$ cat config.mk
export PLATFORM = sky130hd
export DESIGN_NAME = manchester_pair_decoder
export DESIGN_NICKNAME = d
export VERILOG_FILES = /design/src/sv/mpd_pkg.sv /design/src/sv/manchester_pair_decoder.sv /design/src/sv/mpd_front.sv /design/src/sv/mpd_queue.sv /design/src/sv/mpd_back.sv
export SDC_FILE = /design/constraint.sdc
export NUM_CORES = 1
export LEC_CHECK = 0
export BUFFER_PORTS_ARGS = -buffer_cell sky130_fd_sc_hd__buf_2
export CAP_MARGIN = 30
export CORE_ASPECT_RATIO = 1.5
export CORE_MARGIN = 5
export CORE_UTILIZATION = 55
export CTS_CLUSTER_DIAMETER = 50
export DETAILED_ROUTE_END_ITERATION = 8
export GPL_TIMING_DRIVEN = 0
export PLACE_DENSITY = 0.75
export SLEW_MARGIN = 25
export SYNTH_ARGS = -nofsm -noshare
export SYNTH_HDL_FRONTEND = slang
export SYNTH_HIERARCHICAL = 1
export SYNTH_SLANG_ARGS = --single-unit
$ cat constraint.sdc
create_clock -name clk_i -period 4 [get_ports clk_i]
set_clock_uncertainty 0.15 [all_clocks]
set_input_delay 0.6 -clock clk_i [delete_from_list [all_inputs] [get_ports clk_i]]
set_output_delay 0.6 -clock clk_i [all_outputs]
set_load 0.05 [all_outputs]
$ cat src/sv/mpd_pkg.sv
// ----------------------------------------------------------------------------
// mpd_pkg
// Shared types and constants of the manchester pair decoder: the pair codes
// and the compacted entry that the classifier hands to the bit packer.
// ----------------------------------------------------------------------------
`default_nettype none

package mpd_pkg;

  localparam int unsigned PairsPerByte = 4;
  localparam int unsigned ByteBits     = 8;
  localparam int unsigned TotalFieldW  = 16;

  // half-bit pair codes, first sample in the upper bit
  localparam logic [1:0] PairOne  = 2'b01;
  localparam logic [1:0] PairZero = 2'b10;

  // decoded bits of one raw byte, packed MSB first, unused low bits zero
  typedef struct packed {
    logic [PairsPerByte-1:0] bits;
    logic [2:0]              cnt;
    logic                    last;
  } pair_entry_t;

endpackage

`default_nettype wire

$ cat src/sv/manchester_pair_decoder.sv
// ----------------------------------------------------------------------------
// manchester_pair_decoder
// Decodes raw half-bit pair bytes (01 is 1, 10 is 0, others dropped) and
// packs the bits MSB first into bytes, closing each frame with a bit total.
// ----------------------------------------------------------------------------
// One raw byte is taken per cycle while the queue is not full. The classifier
// compacts the valid pairs in the accepting cycle and writes them to a
// two-entry queue; the packer takes one entry per cycle unless a result waits
// on the output stall, so the sustained rate is one item per cycle. The single
// exception is an item that both completes a byte and ends the frame: it gives
// two results through the one output register and holds the packer until the
// second is loaded. Results pass the queue and the output register. total_bits
// saturates at 65535, and the internal count at 2^COUNT_WIDTH - 1.
`default_nettype none

module manchester_pair_decoder #(
  parameter int unsigned COUNT_WIDTH = 16
) (
  input  logic        clk_i,
  input  logic        rst_ni,
  input  logic        in_valid_i,
  output logic        in_stall_o,
  input  logic [7:0]  raw_byte_i,
  input  logic [2:0]  pairs_in_byte_i,
  input  logic        last_byte_i,
  output logic        out_valid_o,
  input  logic        out_stall_i,
  output logic [7:0]  decoded_byte_o,
  output logic [3:0]  bits_in_byte_o,
  output logic [15:0] total_bits_o,
  output logic        frame_end_o
);
  import mpd_pkg::*;

  logic        push;
  logic        pop;
  logic        queue_full;
  logic        head_valid;
  pair_entry_t entry;
  pair_entry_t head;

  mpd_front u_front (
    .in_valid_i      (in_valid_i),
    .queue_full_i    (queue_full),
    .raw_byte_i      (raw_byte_i),
    .pairs_in_byte_i (pairs_in_byte_i),
    .last_byte_i     (last_byte_i),
    .in_stall_o      (in_stall_o),
    .push_o          (push),
    .entry_o         (entry)
  );

  mpd_queue u_queue (
    .clk_i        (clk_i),
    .rst_ni       (rst_ni),
    .push_i       (push),
    .entry_i      (entry),
    .pop_i        (pop),
    .full_o       (queue_full),
    .head_valid_o (head_valid),
    .head_o       (head)
  );

  mpd_back #(
    .COUNT_WIDTH (COUNT_WIDTH)
  ) u_back (
    .clk_i          (clk_i),
    .rst_ni         (rst_ni),
    .head_valid_i   (head_valid),
    .head_i         (head),
    .pop_o          (pop),
    .out_valid_o    (out_valid_o),
    .out_stall_i    (out_stall_i),
    .decoded_byte_o (decoded_byte_o),
    .bits_in_byte_o (bits_in_byte_o),
    .total_bits_o   (total_bits_o),
    .frame_end_o    (frame_end_o)
  );

endmodule

`default_nettype wire

$ cat src/sv/mpd_front.sv
// ----------------------------------------------------------------------------
// mpd_front
// Classifier: decodes the leading pairs of a raw byte, drops the invalid
// ones and compacts the surviving bits MSB first for the packer queue.
// ----------------------------------------------------------------------------
`default_nettype none

module mpd_front (
  input  logic                in_valid_i,
  input  logic                queue_full_i,
  input  logic [7:0]          raw_byte_i,
  input  logic [2:0]          pairs_in_byte_i,
  input  logic                last_byte_i,
  output logic                in_stall_o,
  output logic                push_o,
  output mpd_pkg::pair_entry_t entry_o
);
  import mpd_pkg::*;

  logic [2:0] npairs;
  logic [1:0] pair;
  logic [PairsPerByte-1:0] bits;
  logic [2:0] cnt;

  assign in_stall_o = queue_full_i;
  assign push_o     = in_valid_i && !queue_full_i;

  always_comb begin
    // anything above four pairs counts as four
    npairs = (pairs_in_byte_i > 3'(PairsPerByte)) ? 3'(PairsPerByte) : pairs_in_byte_i;
    bits   = '0;
    cnt    = '0;
    pair   = '0;
    for (int p = 0; p < PairsPerByte; p++) begin
      pair = raw_byte_i[7-2*p -: 2];
      if ((3'(p) < npairs) && (pair == PairOne || pair == PairZero)) begin
        bits[2'(3'd3 - cnt)] = (pair == PairOne);
        cnt = cnt + 3'd1;
      end
    end
  end

  always_comb begin
    entry_o.bits = bits;
    entry_o.cnt  = cnt;
    entry_o.last = last_byte_i;
  end

endmodule

`default_nettype wire

$ cat src/sv/mpd_queue.sv
// ----------------------------------------------------------------------------
// mpd_queue
// Two-entry queue between the classifier and the packer; a stall on one
// side holds up the other only once the queue runs full or empty.
// ----------------------------------------------------------------------------
`default_nettype none

module mpd_queue (
  input  logic                 clk_i,
  input  logic                 rst_ni,
  input  logic                 push_i,
  input  mpd_pkg::pair_entry_t entry_i,
  input  logic                 pop_i,
  output logic                 full_o,
  output logic                 head_valid_o,
  output mpd_pkg::pair_entry_t head_o
);
  import mpd_pkg::*;

  pair_entry_t mem_q [2];
  logic       wr_ptr_q, wr_ptr_d;
  logic       rd_ptr_q, rd_ptr_d;
  logic [1:0] count_q, count_d;
  logic       do_pop;

  assign full_o       = (count_q == 2'd2);
  assign head_valid_o = (count_q != 2'd0);
  assign head_o       = mem_q[rd_ptr_q];
  assign do_pop       = pop_i && head_valid_o;

  always_comb begin
    wr_ptr_d = push_i ? !wr_ptr_q : wr_ptr_q;
    rd_ptr_d = do_pop ? !rd_ptr_q : rd_ptr_q;
    count_d  = count_q + 2'(push_i) - 2'(do_pop);
  end

  always_ff @(posedge clk_i) begin
    if (push_i) begin
      mem_q[wr_ptr_q] <= entry_i;
    end
  end

  always_ff @(posedge clk_i or negedge rst_ni) begin
    if (!rst_ni) begin
      wr_ptr_q <= 1'b0;
      rd_ptr_q <= 1'b0;
      count_q  <= 2'd0;
    end else begin
      wr_ptr_q <= wr_ptr_d;
      rd_ptr_q <= rd_ptr_d;
      count_q  <= count_d;
    end
  end

endmodule

`default_nettype wire

$ cat src/sv/mpd_back.sv
// ----------------------------------------------------------------------------
// mpd_back
// Packer: appends queued bits to the pack register, emits full bytes and
// the frame closing result through an output register, keeps the bit total.
// ----------------------------------------------------------------------------
`default_nettype none

module mpd_back #(
  parameter int unsigned COUNT_WIDTH = 16
) (
  input  logic                 clk_i,
  input  logic                 rst_ni,
  input  logic                 head_valid_i,
  input  mpd_pkg::pair_entry_t head_i,
  output logic                 pop_o,
  output logic                 out_valid_o,
  input  logic                 out_stall_i,
  output logic [7:0]           decoded_byte_o,
  output logic [3:0]           bits_in_byte_o,
  output logic [15:0]          total_bits_o,
  output logic                 frame_end_o
);
  import mpd_pkg::*;

  localparam int unsigned ExtW = (COUNT_WIDTH > TotalFieldW) ? COUNT_WIDTH : TotalFieldW;

  function automatic logic [COUNT_WIDTH-1:0] sat_add(logic [COUNT_WIDTH-1:0] a,
                                                     logic [3:0] b);
    logic [COUNT_WIDTH:0] s;
    s = {1'b0, a} + (COUNT_WIDTH+1)'(b);
    return s[COUNT_WIDTH] ? '1 : s[COUNT_WIDTH-1:0];
  endfunction

  function automatic logic [15:0] total_field(logic [COUNT_WIDTH-1:0] t);
    logic [ExtW-1:0] e;
    e = ExtW'(t);
    return (e > ExtW'(16'hFFFF)) ? 16'hFFFF : e[15:0];
  endfunction

  logic [7:0]             pack_q, pack_d;
  logic [2:0]             fill_q, fill_d;
  logic [COUNT_WIDTH-1:0] total_q, total_d;
  logic                   phase_q, phase_d;
  logic                   out_valid_q, out_valid_d;
  logic [7:0]             byte_q, byte_d;
  logic [3:0]             nbits_q, nbits_d;
  logic [15:0]            tfield_q, tfield_d;
  logic                   end_q, end_d;

  logic                   load_en;
  logic                   emit;
  logic [3:0]             sum;
  logic [11:0]            wide;
  logic                   full;
  logic [COUNT_WIDTH-1:0] total_full;
  logic [COUNT_WIDTH-1:0] total_after;

  assign load_en = !out_valid_q || !out_stall_i;
  assign sum     = {1'b0, fill_q} + {1'b0, head_i.cnt};
  assign wide    = {pack_q, 4'b0000} | ({head_i.bits, 8'h00} >> fill_q);
  assign full    = (sum >= 4'd8);
  // total as it stands when the eighth bit lands
  assign total_full  = sat_add(total_q, 4'd8 - {1'b0, fill_q});
  assign total_after = sat_add(total_q, {1'b0, head_i.cnt});

  always_comb begin
    pop_o    = 1'b0;
    emit     = 1'b0;
    byte_d   = byte_q;
    nbits_d  = nbits_q;
    tfield_d = tfield_q;
    end_d    = end_q;
    pack_d   = pack_q;
    fill_d   = fill_q;
    total_d  = total_q;
    phase_d  = phase_q;
    if (head_valid_i) begin
      if (phase_q) begin
        // closing result after a full byte of the same item
        if (load_en) begin
          emit     = 1'b1;
          byte_d   = pack_q;
          nbits_d  = {1'b0, fill_q};
          tfield_d = total_field(total_q);
          end_d    = 1'b1;
          pack_d   = '0;
          fill_d   = '0;
          total_d  = '0;
          phase_d  = 1'b0;
          pop_o    = 1'b1;
        end
      end else if (full) begin
        if (load_en) begin
          emit     = 1'b1;
          byte_d   = wide[11:4];
          nbits_d  = 4'd8;
          tfield_d = total_field(total_full);
          end_d    = 1'b0;
          pack_d   = {wide[3:0], 4'b0000};
          fill_d   = 3'(sum - 4'd8);
          total_d  = total_after;
          if (head_i.last) begin
            phase_d = 1'b1;
          end else begin
            pop_o = 1'b1;
          end
        end
      end else if (head_i.last) begin
        if (load_en) begin
          emit     = 1'b1;
          byte_d   = wide[11:4];
          nbits_d  = sum;
          tfield_d = total_field(total_after);
          end_d    = 1'b1;
          pack_d   = '0;
          fill_d   = '0;
          total_d  = '0;
          pop_o    = 1'b1;
        end
      end else begin
        pack_d  = wide[11:4];
        fill_d  = sum[2:0];
        total_d = total_after;
        pop_o   = 1'b1;
      end
    end
    out_valid_d = emit ? 1'b1 : (load_en ? 1'b0 : out_valid_q);
  end

  always_ff @(posedge clk_i) begin
    if (emit) begin
      byte_q   <= byte_d;
      nbits_q  <= nbits_d;
      tfield_q <= tfield_d;
      end_q    <= end_d;
    end
  end

  always_ff @(posedge clk_i or negedge rst_ni) begin
    if (!rst_ni) begin
      pack_q      <= '0;
      fill_q      <= '0;
      total_q     <= '0;
      phase_q     <= 1'b0;
      out_valid_q <= 1'b0;
    end else begin
      pack_q      <= pack_d;
      fill_q      <= fill_d;
      total_q     <= total_d;
      phase_q     <= phase_d;
      out_valid_q <= out_valid_d;
    end
  end

  assign out_valid_o    = out_valid_q;
  assign decoded_byte_o = byte_q;
  assign bits_in_byte_o = nbits_q;
  assign total_bits_o   = tfield_q;
  assign frame_end_o    = end_q;

endmodule

`default_nettype wire

==> metrics.txt <==
outcome=complete, no violations; overall die width=87.72 um; Max FO, Critical Path=10; Synth cell types=71; vias per inst=6.414; Main synth FF type=edfxtp_1; worst flop-to-flop path endpoint=u_queue/count_q[1]$_DFF_PN0_; layout cell share with drive strength beyond 1=0.1845; final count of negative-setup-slack endpoints=0; Seq/Total Area, Yosys=0.4369; DP Wirelength=9.778 mm; placed cell count=675; initial antenna violation count=0; area of the mapped netlist=0.004984 mm^2; nature of the critical path endpoint=flop; min-delay worst type=input port to async pin; Inserted Clock Buffers=9; postcts setup bufs=0; LEAKAGE=2.399 nW; Setup TNS Final=0 ps; Reg2Reg Setup Slack=240 ps; Mapped Nets=559; maximum VDD drop=535.1 uV; row count=42; clock network power share=0.148; Tcrit/Tclk final=0.9403; clk slew on worst S/H paths=60 ps; NetSw=2.723 mW; synth cell count leaders=54 x o21ai_0, 46 x nand2_1, 45 x edfxtp_1, 41 x nor2_1, 33 x dfrtp_1; num ports=47; Data arrival, critical path=3870 ps; Synth Instances=519; Util after Layout=0.6412; final hold violations=0; R2R depth=15; Sequential Power Share=0.260; Final nets=615; most common cell in the netlist=o21ai_0; Post-synth EDFFs=45; global-route wire length before repair=21.27 mm; Diodes inserted=0; biggest area consumer among synthesized cells=edfxtp_1; Post-DRT Antenna Nets=0; post-synthesis register bit count=78; Post-Route WL=13.18 mm; Initial DRC Count=337; GRT Total Usage=0.2474; Worst-Margin Slew=890.8 ps; first-pass iteration count of the detailed router=5; vias in the first global route=4416; Vias=4426; die height=126.6 um; pin count of the biggest net entering global routing=34; DRC viols=0; post-DR wirelength/cell=19.10 um; top post-synthesis cells by area=edfxtp_1 27%, dfrtp_1 17%, o21ai_0 5.4%; Slew headroom=0.3999; ys async rst share=0.4231; Max Fclk=265.9 MHz; switching share of power=0.4885; Sink Count=78; root buffer cell=clkbuf_16; fraction of power consumed by combinational cells=0.592; maxcap violations=0; top-area cell type share of the netlist area=0.2712; PD cells=984.7 mW/mm^2; H-tree levels=3; Starting Density=0.5645; largest buffer count on any clock path=2; Final Worst Setup Slack=238.8 ps; synthesized area per cell=9.602 um^2; worst r2r src=u_queue/rd_ptr_q$_DFFE_PN0P_; Fillers=726; RD Place Congestion=0.9205; final critical-path required period=3761 ps; IO Port Bufs=45; synthesis-to-layout area growth=13.58%; Core Box Area=0.008828 mm^2; Setup WS pre-CTS=181.2 ps; clk_lat worst skew=340 ps; Finished Layout Cells=690; internal power=2.851 mW; full die area=0.01110 mm^2; CP Launch Type=flop; Worst Path Required=4110 ps; CTS tree=yes; Ys Warns=6; RSZ-0062 raised after global routing=no; max-slew violations=0; Crit Path Category=flop to flop; total gr overflow=0
==> critical path, cell delays in order (launching register included) <==
cell and delay, ps:
dfrtp_1 370, buf_6 150, mux2_4 340, ha_1 300, a211oi_1 380, nor2_1 190, clkbuf_1 310, nor2_2 290
o21bai_1 110, a21oi_1 180, o21a_1 180, ha_1 230, inv_1 60, ha_1 150, xnor2_1 130, xnor2_1 140
==> flip-flops by register name, indices dropped and copies added, names as in the netlist <==
signal and flops:
u_back/out_valid_o 1, u_back/pack_q 8, u_back/total_bits_o 16, u_back/phase_q 1, u_queue/mem_q 16, u_back/bits_in_byte_o 4
u_queue/rd_ptr_q 1, u_back/frame_end_o 1, u_queue/count_q 2, u_back/fill_q 3, u_back/decoded_byte_o 8, u_back/total_q 16
u_queue/wr_ptr_q 1
==> cell type report <==
cell class	instances	area, um^2	share of cell area
Multi-Input combinational cell	382	2550	0.4505
Inverter	28	105.1	0.01857
Clock buffer	12	256.5	0.04531
Buffer	30	152.6	0.02697
Sequential cell	78	2177	0.3846
Clock inverter	4	45.04	0.007958
Tap cell	110	137.6	0.02431
Timing Repair Buffer	46	236.5	0.04178
==> layout by cell type, fill, tap and decap left out, drive strengths merged, types with 3 or more instances in the layout <==
master   n
a22o     9
a211oi   5
o31ai    5
nor2b    6
o21a     4
fa       3
nand3   15
clkinv   4
nand2   47
a311oi   3
dfrtp   33
nor4     3
buf     60
clkbuf  28
xor2     4
mux2i    7
edfxtp  45
inv     27
a21oi   33
a21o    10
o21ai   54
o41ai    6
a31oi    7
ha      21
a22oi    3
xnor2    7
or2      3
o21bai   6
mux2    11
o22ai    6
and2     8
o211ai   5
nor3    10
nand4    7
nor2    42
==> repair_timing <==
action / in CTS / in global routing
resized for setup: 0 / 1
hold buffers: 0 / 0
endpoints found under the setup margin: 0 / 1
==> cell families (layout without fill, tap and decap cells) <==
logic type,after synthesis,after routing,synth area share
and+or+nand+nor,154,154,0.1519
DFF,78,78,0.4369
AOI/OAI and AO/OA,175,175,0.2297
xor gates and xnor gates,11,11,0.01933
buffers and inverters,59,120,0.05247
muxes,18,18,0.04494
adders and majority gates,24,24,0.06478
==> power groups by stage <==
| stage | clock network, mW | logic (mW) | registers (mW) |
|---|---|---|---|
| 6_report | 0.825 | 3.30 | 1.45 |
| 5_1_grt | 0.872 | 3.57 | 1.48 |
| 4_1_cts | 0.839 | 3.27 | 1.45 |
| 3_5_place_dp | 0 | 3.26 | 1.46 |
| 3_3_place_gp | 0 | 3.17 | 1.45 |
| 2_1_floorplan | 0 | 1.85 | 2.01 |
==> metrics by stage <==
step                      power (mW)  area [um^2]  hold WS, ps
after detailed placement       4.719         5360        327.5
final                          5.574         5660        203.7
after CTS                      5.561         5662        226.2
after global placement         4.626         5346        323.6
after global routing           5.922         5660        265.0
after floorplan                3.866         4984        154.4
==> worst max-delay path by stage <==
stage          cells after the start                      endpoint  slack [ps]                         start
3_5_place_dp                      15  u_queue/count_q[1]$_DFF_PN0_         180  u_queue/rd_ptr_q$_DFFE_PN0P_
6_report                          15  u_queue/count_q[1]$_DFF_PN0_         240  u_queue/rd_ptr_q$_DFFE_PN0P_
4_1_cts                           15  u_queue/count_q[1]$_DFF_PN0_         150  u_queue/rd_ptr_q$_DFFE_PN0P_
3_3_place_gp                      15  u_queue/count_q[1]$_DFF_PN0_         200  u_queue/rd_ptr_q$_DFFE_PN0P_
2_1_floorplan                     15  u_queue/count_q[1]$_DFF_PN0_         750  u_queue/rd_ptr_q$_DFFE_PN0P_
5_1_grt                           15  u_queue/count_q[1]$_DFF_PN0_          30  u_queue/rd_ptr_q$_DFFE_PN0P_
==> per-layer routing <==
metal | share of wire | track usage
met2 | 0.53 | 0.4436
met4 | 0.057 | 0.1617
met1 | 0.36 | 0.2554
met5 | 0 | 0
met3 | 0.059 | 0.04348
Power figures use the tool's default switching activity.
